[config.mk]
export PLATFORM = sky130hd
export DESIGN_NAME = solenoid_pulse_scheduler
export DESIGN_NICKNAME = d
export VERILOG_FILES = /design/src/sv/sps_pkg.sv /design/src/sv/sps_cnt_mem.sv /design/src/sv/sps_duty.sv /design/src/sv/solenoid_pulse_scheduler.sv
export SDC_FILE = /design/constraint.sdc
export NUM_CORES = 1
export LEC_CHECK = 0
export ABC_CLOCK_PERIOD_IN_PS = 14260
export BUFFER_PORTS_ARGS = -buffer_cell sky130_fd_sc_hd__buf_4
export CELL_PAD_IN_SITES_DETAIL_PLACEMENT = 1
export CELL_PAD_IN_SITES_GLOBAL_PLACEMENT = 1
export CORE_MARGIN = 2
export CORE_UTILIZATION = 45
export DETAILED_ROUTE_END_ITERATION = 10
export PLACE_DENSITY = 0.73
export SYNTH_ARGS = -nofsm -noshare
export SYNTH_HDL_FRONTEND = slang
export SYNTH_SLANG_ARGS = --single-unit
[constraint.sdc]
create_clock -name clock -period 14.26 [get_ports clock]
set_input_delay 0 -clock clock [delete_from_list [all_inputs] [get_ports clock]]
set_output_delay 0 -clock clock [all_outputs]
set_load 0.03 [all_outputs]
[src/sv/sps_pkg.sv]
// Package with the codes and constants of the solenoid pulse scheduler.
package sps_pkg;

   localparam logic [1:0] REQ_TICK   = 2'd0;
   localparam logic [1:0] REQ_RR     = 2'd1;
   localparam logic [1:0] REQ_DIRECT = 2'd2;

   localparam logic [1:0] CSR_PULSE_TICKS = 2'd0;
   localparam logic [1:0] CSR_DUTY_FLOOR  = 2'd1;
   localparam logic [1:0] CSR_DUTY_SPAN   = 2'd2;

   localparam logic [9:0] PULSE_TICKS_RESET = 10'd25;
   localparam logic [7:0] DUTY_FLOOR_RESET  = 8'd205;
   localparam logic [7:0] DUTY_SPAN_RESET   = 8'd50;

   localparam logic [9:0] RR_CHUNK      = 10'd85;
   localparam logic [9:0] RR_MAX        = 10'd765;
   localparam logic [9:0] STRENGTH_FULL = 10'd255;

endpackage

[src/sv/sps_cnt_mem.sv]
// Countdown memory: one write port and one registered read port.
module sps_cnt_mem #(
   parameter int DEPTH = 8,
   parameter int AW    = 3
) (
   input  logic          clock,
   input  logic          wr_en,
   input  logic [AW-1:0] wr_addr,
   input  logic [9:0]    wr_data,
   input  logic          rd_en,
   input  logic [AW-1:0] rd_addr,
   output logic [9:0]    rd_data
);

   logic [9:0] cnt_mem_ff [DEPTH];
   logic [9:0] rd_data_ff;

   always_ff @(posedge clock) begin
      if (wr_en) begin
         cnt_mem_ff[wr_addr] <= wr_data;
      end
   end

   always_ff @(posedge clock) begin
      if (rd_en) begin
         rd_data_ff <= cnt_mem_ff[rd_addr];
      end
   end

   assign rd_data = rd_data_ff;

endmodule

[src/sv/sps_duty.sv]
// Duty calculation: floor plus strength times span over 255, saturated.
module sps_duty (
   input  logic [7:0] strength,
   input  logic [7:0] duty_floor,
   input  logic [7:0] duty_span,
   output logic [7:0] duty
);

   logic [15:0] prod;
   logic [15:0] recip_sum;
   logic [7:0]  quot;
   logic [8:0]  total;

   // Exact division by 255 for any product of two 8-bit values.
   assign prod      = {8'b0, strength} * {8'b0, duty_span};
   assign recip_sum = 16'(prod + {8'b0, prod[15:8]} + 16'd1);
   assign quot      = recip_sum[15:8];
   assign total     = {1'b0, duty_floor} + {1'b0, quot};
   assign duty      = total[8] ? 8'hFF : total[7:0];

endmodule

[src/sv/solenoid_pulse_scheduler.sv]
// Top level of the solenoid pulse scheduler: request sequencer and result register.
// A tick walks the countdown memory through its single read port, one channel per cycle
// while no expiry waits for a full output register. A direct tap gives one result; a
// round-robin tap gives one result per chunk (up to 9). Each result is registered in
// the output register and waits there while rsp_tready is low.
// Synchronous reset clears the valid bits, rotation and result flag; CSRs get defaults.
module solenoid_pulse_scheduler #(
   parameter int NUM_CHANNELS = 8
) (
   input  logic        clock,
   input  logic        reset,
   input  logic        req_tvalid,
   output logic        req_tready,
   input  logic [15:0] req_tdata,  // [2:0] channel, [12:3] strength, [15:13] zero
   input  logic [1:0]  req_tuser,  // [1:0] req_type
   output logic        rsp_tvalid,
   input  logic        rsp_tready,
   output logic [15:0] rsp_tdata,  // [2:0] out_channel, [10:3] duty, [15:11] zero
   output logic        rsp_tlast,
   input  logic        csr_valid,
   output logic        csr_ready,
   input  logic [1:0]  csr_index,
   input  logic [9:0]  csr_data
);

   import sps_pkg::*;

   localparam int CW = $clog2(NUM_CHANNELS);
   localparam logic [CW-1:0] LAST_CH = CW'(NUM_CHANNELS - 1);
   localparam logic [CW-1:0] RR_WRAP = CW'(NUM_CHANNELS - 2);

   localparam logic [1:0] ST_IDLE = 2'd0;
   localparam logic [1:0] ST_TICK = 2'd1;
   localparam logic [1:0] ST_TAP  = 2'd2;

   logic [1:0]              state_ff, state_in;
   logic [CW-1:0]           idx_ff, idx_in;
   logic [9:0]              s_rem_ff, s_rem_in;
   logic                    is_rr_ff, is_rr_in;
   logic [CW-1:0]           cmd_ch_ff, cmd_ch_in;
   logic [CW-1:0]           rr_ff, rr_in;
   logic [NUM_CHANNELS-1:0] valid_ff, valid_in;
   logic [NUM_CHANNELS-1:0] exp_ff, exp_in;
   logic                    rd_valid_ff, rd_valid_in;
   logic                    rsp_valid_ff, rsp_valid_in;
   logic [2:0]              rsp_ch_ff, rsp_ch_in;
   logic [7:0]              rsp_duty_ff, rsp_duty_in;
   logic                    rsp_last_ff, rsp_last_in;
   logic [9:0]              pulse_ticks_ff, pulse_ticks_in;
   logic [7:0]              duty_floor_ff, duty_floor_in;
   logic [7:0]              duty_span_ff, duty_span_in;

   logic                    req_accept;
   logic                    out_free;
   logic [2:0]              in_ch;
   logic [9:0]              in_s;
   logic [9:0]              rr_s_sat;
   logic [CW-1:0]           in_ch_clamped;

   logic                    mem_wr_en;
   logic [CW-1:0]           mem_wr_addr;
   logic [9:0]              mem_wr_data;
   logic                    mem_rd_en;
   logic [CW-1:0]           mem_rd_addr;
   logic [9:0]              mem_rd_data;

   logic [9:0]              old_cnt;
   logic [9:0]              new_cnt;
   logic                    running;
   logic                    expire;
   logic                    tick_go;
   logic [NUM_CHANNELS-1:0] exp_above;
   logic                    tick_last;

   logic [6:0]              chunk;
   logic [7:0]              rr_str;
   logic [7:0]              dir_str;
   logic [7:0]              tap_str;
   logic [CW-1:0]           tap_ch;
   logic                    tap_last;
   logic [7:0]              tap_duty;

   sps_cnt_mem #(
      .DEPTH (NUM_CHANNELS),
      .AW    (CW)
   ) u_cnt_mem (
      .clock   (clock),
      .wr_en   (mem_wr_en),
      .wr_addr (mem_wr_addr),
      .wr_data (mem_wr_data),
      .rd_en   (mem_rd_en),
      .rd_addr (mem_rd_addr),
      .rd_data (mem_rd_data)
   );

   sps_duty u_duty (
      .strength   (tap_str),
      .duty_floor (duty_floor_ff),
      .duty_span  (duty_span_ff),
      .duty       (tap_duty)
   );

   assign req_tready = (state_ff == ST_IDLE);
   assign req_accept = req_tvalid && req_tready;
   assign out_free   = !rsp_valid_ff || rsp_tready;
   assign in_ch      = req_tdata[2:0];
   assign in_s       = req_tdata[12:3];
   assign rr_s_sat   = (in_s > RR_MAX) ? RR_MAX : in_s;

   assign in_ch_clamped = ({2'b0, in_ch} >= 5'(NUM_CHANNELS)) ? LAST_CH : CW'(in_ch);

   // Tick scan of the entry read in the previous cycle.
   assign old_cnt   = rd_valid_ff ? mem_rd_data : 10'd0;
   assign new_cnt   = old_cnt - 10'd1;
   assign running   = (old_cnt != 10'd0);
   assign expire    = (old_cnt == 10'd1);
   assign tick_go   = !expire || out_free;
   assign exp_above = exp_ff >> idx_ff;
   assign tick_last = ~|exp_above[NUM_CHANNELS-1:1];

   // Tap of one chunk or of the direct channel.
   assign chunk    = (s_rem_ff > RR_CHUNK) ? RR_CHUNK[6:0] : s_rem_ff[6:0];
   assign rr_str   = 8'({1'b0, chunk}) + 8'({chunk, 1'b0});
   assign dir_str  = (s_rem_ff > STRENGTH_FULL) ? STRENGTH_FULL[7:0] : s_rem_ff[7:0];
   assign tap_str  = is_rr_ff ? rr_str : dir_str;
   assign tap_ch   = is_rr_ff ? CW'(rr_ff + 1'b1) : cmd_ch_ff;
   assign tap_last = !is_rr_ff || (s_rem_ff <= RR_CHUNK);

   always_comb begin
      state_in     = state_ff;
      idx_in       = idx_ff;
      s_rem_in     = s_rem_ff;
      is_rr_in     = is_rr_ff;
      cmd_ch_in    = cmd_ch_ff;
      rr_in        = rr_ff;
      valid_in     = valid_ff;
      exp_in       = exp_ff;
      rd_valid_in  = rd_valid_ff;
      rsp_valid_in = rsp_valid_ff && !rsp_tready;
      rsp_ch_in    = rsp_ch_ff;
      rsp_duty_in  = rsp_duty_ff;
      rsp_last_in  = rsp_last_ff;
      mem_wr_en    = 1'b0;
      mem_wr_addr  = idx_ff;
      mem_wr_data  = new_cnt;
      mem_rd_en    = 1'b0;
      mem_rd_addr  = '0;

      case (state_ff)
         ST_IDLE: begin
            if (req_accept) begin
               case (req_tuser)
                  REQ_TICK: begin
                     state_in    = ST_TICK;
                     idx_in      = '0;
                     mem_rd_en   = 1'b1;
                     mem_rd_addr = '0;
                     rd_valid_in = valid_ff[0];
                  end
                  REQ_RR: begin
                     if (rr_s_sat != 10'd0) begin
                        state_in = ST_TAP;
                        is_rr_in = 1'b1;
                        s_rem_in = rr_s_sat;
                     end
                  end
                  REQ_DIRECT: begin
                     state_in  = ST_TAP;
                     is_rr_in  = 1'b0;
                     s_rem_in  = in_s;
                     cmd_ch_in = in_ch_clamped;
                  end
                  default: begin
                  end
               endcase
            end
         end
         ST_TICK: begin
            if (tick_go) begin
               if (running) begin
                  mem_wr_en      = 1'b1;
                  mem_wr_addr    = idx_ff;
                  mem_wr_data    = new_cnt;
                  exp_in[idx_ff] = (old_cnt == 10'd2);
               end
               if (expire) begin
                  rsp_valid_in = 1'b1;
                  rsp_ch_in    = 3'(idx_ff);
                  rsp_duty_in  = 8'd0;
                  rsp_last_in  = tick_last;
               end
               if (idx_ff == LAST_CH) begin
                  state_in = ST_IDLE;
               end else begin
                  idx_in      = CW'(idx_ff + 1'b1);
                  mem_rd_en   = 1'b1;
                  mem_rd_addr = CW'(idx_ff + 1'b1);
                  rd_valid_in = valid_ff[CW'(idx_ff + 1'b1)];
               end
            end
         end
         ST_TAP: begin
            if (out_free) begin
               mem_wr_en        = 1'b1;
               mem_wr_addr      = tap_ch;
               mem_wr_data      = pulse_ticks_ff;
               valid_in[tap_ch] = 1'b1;
               exp_in[tap_ch]   = (pulse_ticks_ff == 10'd1);
               rsp_valid_in     = 1'b1;
               rsp_ch_in        = 3'(tap_ch);
               rsp_duty_in      = tap_duty;
               rsp_last_in      = tap_last;
               if (is_rr_ff) begin
                  s_rem_in = s_rem_ff - {3'b0, chunk};
                  rr_in    = (rr_ff == RR_WRAP) ? '0 : CW'(rr_ff + 1'b1);
               end
               if (tap_last) begin
                  state_in = ST_IDLE;
               end
            end
         end
         default: begin
            state_in = ST_IDLE;
         end
      endcase
   end

   assign csr_ready = 1'b1;

   always_comb begin
      pulse_ticks_in = pulse_ticks_ff;
      duty_floor_in  = duty_floor_ff;
      duty_span_in   = duty_span_ff;
      if (csr_valid && csr_ready) begin
         case (csr_index)
            CSR_PULSE_TICKS: pulse_ticks_in = csr_data;
            CSR_DUTY_FLOOR:  duty_floor_in  = csr_data[7:0];
            CSR_DUTY_SPAN:   duty_span_in   = csr_data[7:0];
            default: begin
            end
         endcase
      end
   end

   always_ff @(posedge clock) begin
      if (reset) begin
         state_ff       <= ST_IDLE;
         rr_ff          <= '0;
         valid_ff       <= '0;
         exp_ff         <= '0;
         rd_valid_ff    <= 1'b0;
         rsp_valid_ff   <= 1'b0;
         pulse_ticks_ff <= PULSE_TICKS_RESET;
         duty_floor_ff  <= DUTY_FLOOR_RESET;
         duty_span_ff   <= DUTY_SPAN_RESET;
      end else begin
         state_ff       <= state_in;
         rr_ff          <= rr_in;
         valid_ff       <= valid_in;
         exp_ff         <= exp_in;
         rd_valid_ff    <= rd_valid_in;
         rsp_valid_ff   <= rsp_valid_in;
         pulse_ticks_ff <= pulse_ticks_in;
         duty_floor_ff  <= duty_floor_in;
         duty_span_ff   <= duty_span_in;
      end
   end

   always_ff @(posedge clock) begin
      idx_ff      <= idx_in;
      s_rem_ff    <= s_rem_in;
      is_rr_ff    <= is_rr_in;
      cmd_ch_ff   <= cmd_ch_in;
      rsp_ch_ff   <= rsp_ch_in;
      rsp_duty_ff <= rsp_duty_in;
      rsp_last_ff <= rsp_last_in;
   end

   assign rsp_tvalid = rsp_valid_ff;
   assign rsp_tdata  = {5'b0, rsp_duty_ff, rsp_ch_ff};
   assign rsp_tlast  = rsp_last_ff;

endmodule

==> results.cfg <==
[synthesis]
synth-simple-area-share_pct = 16.2
synth_ff_type = edfxtp_1
synth-compound-area-share_pct = 15.1
synth-edff-count = 119
yosys-top-cells-count = edfxtp_1, nand2_1, a21oi_1, nor2_1, inv_1
synth.cell_area_mm2 = 0.0110
avgSynthCellArea_um2 = 10.1
synth_area_leader_cell = edfxtp_1
synth_cells = 1081
synth_top_family_by_area = simple AND/OR/NAND/NOR gates
synthAdderAreaFrac_pct = 15.0
synth_xor_xnor_area_share_pct = 3.74
synth_top_area_share_pct = 32.6
ys_seq_area_share_pct = 41.4
ys_types = 77
async_flop_share_pct = 0
synth.mux.area_fraction_pct = 3.78
synthMostInstantiatedCell = edfxtp_1
netlist_top_cells_area = edfxtp_1, dfxtp_1, ha_1
ys_warn_count = 0
ys_seq_elements = 167

[clock_network]
cts_made_buffers = 17
cts-resized-gates = 0
clk_pin_slew_ns = 0.07
ctsHtreeMaxLevel = 4
clk-insertion-delay-late_ns = 0.43
root_buffer = clkbuf_16
post-cts-setup-buffer-count = 0
cts_tree = done
cts_buffer_depth = 2
cts_sinks = 167

[critical_path]
worstSetupPathType = register to register
cp-endpoint = rsp_duty_ff[4]
slowest_stage = a221oi_1
r2r-start = s_rem_ff[6]
slowest_delay_ns = 0.58
worstPathRequired_ns = 14.51
cp-start-kind = register
crit_start = s_rem_ff[6]
r2r_end = rsp_duty_ff[4]
cp_max_fo = 9
rrSetupSlack_ns = 2.89
arrival_ns = 11.63
ff2ff_path_depth = 44
worstSetupEndpointType = register

[timing]
tns_ns = 0
tightest_slew_ns = 1.17
fmax_ghz = 0.0879
final-hold-violation-count = 0
relSlewSlack_pct = 21.5
timing.final.max_slew_violations = 0
finalClockSkew_ns = 0.00971
min_period_ns = 11.37
rsz0062_at_grt = false
timing.final.crit_share_pct = 79.8
setup_viol = 0

[route]
wirelength_um = 29200
firstDrtPassIters = 4
ant_nets = 0
wl_per_cell_um = 19.9
drc = 0
viasPerCell = 5.68
vias = 8312
drt-initial-drc-count = 449

[global_route]
grt_max_degree = 49
gr-usage-all-layers_pct = 23.9
grt_overflow_total = 0
grt_pass1_wl_um = 48100
grt_pass1_vias = 8864
antenna_found_initial = 0

[cells_and_area]
nFillCells = 2733
final_nets = 1272
final_layout_size_suffix_gt1_share_pct = 9.82
multi_input_area_mm2 = 0.00592
syn_to_final_growth_pct = 12.5
num_antenna_cells = 0
seq_area_mm2 = 0.00453

[min_path]
hold_class = primary input to register
holdPathStages = 2

[run]
cap_violations = 0

[floorplanning]
die_h_um = 160
die_w_um = 160
placeableCoreArea_mm2 = 0.0241
initial_core_util_pct = 45.4
row_count = 57
die_area_mm2 = 0.0256
num_io_pins = 55

[placed_design]
post-dp-hpwl_um = 21100
portBuffers = 45
gp_congestion = 0.813

[run_status]
run_status = complete, no violations
placed cells by master (no fill, tap or decap), types with 18 or more instances in the layout:
cell type | synthesis | final
buf_4 | 6 | 52
nand2_1 | 100 | 100
edfxtp_1 | 119 | 119
a21o_1 | 23 | 23
dlygate4sd3_1 | 0 | 26
nor2_1 | 83 | 83
a21oi_1 | 83 | 83
nor3_1 | 18 | 18
ha_1 | 69 | 69
fa_1 | 38 | 38
xnor2_1 | 27 | 27
inv_1 | 72 | 72
or3_1 | 26 | 26
and2_1 | 55 | 55
dfxtp_1 | 48 | 48
o211ai_1 | 28 | 28
o21ai_0 | 28 | 28
sequential cells by signal, summed over array words and instances (netlist names):
| signal | flops |
|---|---|
| cmd_ch_ff | 3 |
| duty_floor_ff | 8 |
| duty_span_ff | 8 |
| exp_ff | 7 |
| idx_ff | 3 |
| is_rr_ff | 1 |
| pulse_ticks_ff | 10 |
| rd_valid_ff | 1 |
| rr_ff | 3 |
| rsp_ch_ff | 3 |
| rsp_duty_ff | 8 |
| rsp_tlast | 1 |
| rsp_tvalid | 1 |
| s_rem_ff | 10 |
| state_ff | 2 |
| u_cnt_mem.cnt_mem_ff | 80 |
| u_cnt_mem.rd_data | 10 |
| valid_ff | 8 |
routing by layer:
metal / wire, um / global-route usage, % / vias up / share of wire, %
li1: - / - / 3978 / -
met1: 12700 / 30.5 / 4172 / 43
met2: 15300 / 43.2 / 126 / 53
met3: 703 / 2.62 / 36 / 2.4
met4: 481 / 6.47 / 0 / 1.6
met5: 0 / 0 / - / 0
kinds of logic after synthesis:
group,count (synthesis)
flops,167
xor+xnor,45
compound gates,250
fa+ha+maj,109
buf+inv,126
mux,26
other cells,2
simple gates,356
through the flow:
step	setup slack [ns]	util, %	cell area (um^2)	instances	hold WS (ns)
after detailed placement	2.89	47.8	11500	1409	0.180
after floorplan	4.39	-	11000	1085	0.0989
after global placement	3.08	47.8	11500	1409	0.180
after global routing	2.03	51.1	12300	1464	0.0503
after CTS	2.84	51.1	12300	1464	0.00512
final	2.89	51.1	12300	1464	0.0189
critical path, delay by kind of cell (launching register included):
family / cells / cell delay, ns
AO/OA/AOI/OAI: 16 / 3.81
buffers and inverters: 6 / 0.39
flip-flops: 1 / 0.53
XOR/XNOR: 3 / 0.62
AND/OR/NAND/NOR: 8 / 1.47
adder cells (fa/ha/maj): 11 / 4.34
final cells by class:
type,count,share of cell area (%)
timing repair buffer,78,5.28
sequential,167,36.8
clock buffer,18,3.48
multi-input combinational,792,48.1
tap,324,3.29
clock inverter,11,0.843
inverter,74,2.25
worst min path at each step:
| stage | endpoint | startpoint | slack (ns) |
|---|---|---|---|
| after CTS | is_rr_ff | req_tvalid | 0.005 |
| after global placement | cmd_ch_ff[1] | req_tdata[1] | 0.18 |
| final | state_ff[1] | reset | 0.02 |
| after detailed placement | cmd_ch_ff[0] | req_tdata[0] | 0.18 |
| after floorplan | cmd_ch_ff[0] | req_tdata[0] | 0.1 |
| after global routing | pulse_ticks_ff[8] | csr_index[0] | 0.05 |
what timing repair did:
action	4_1_cts	5_1_grt
hold buffers	26	0
setup endpoints to repair	0	0
endpoints found under the hold margin	40	0
Power is left out: the tool's default activity adds up to more than one toggle a clock period on the data nets, which glitch-free logic cannot reach.
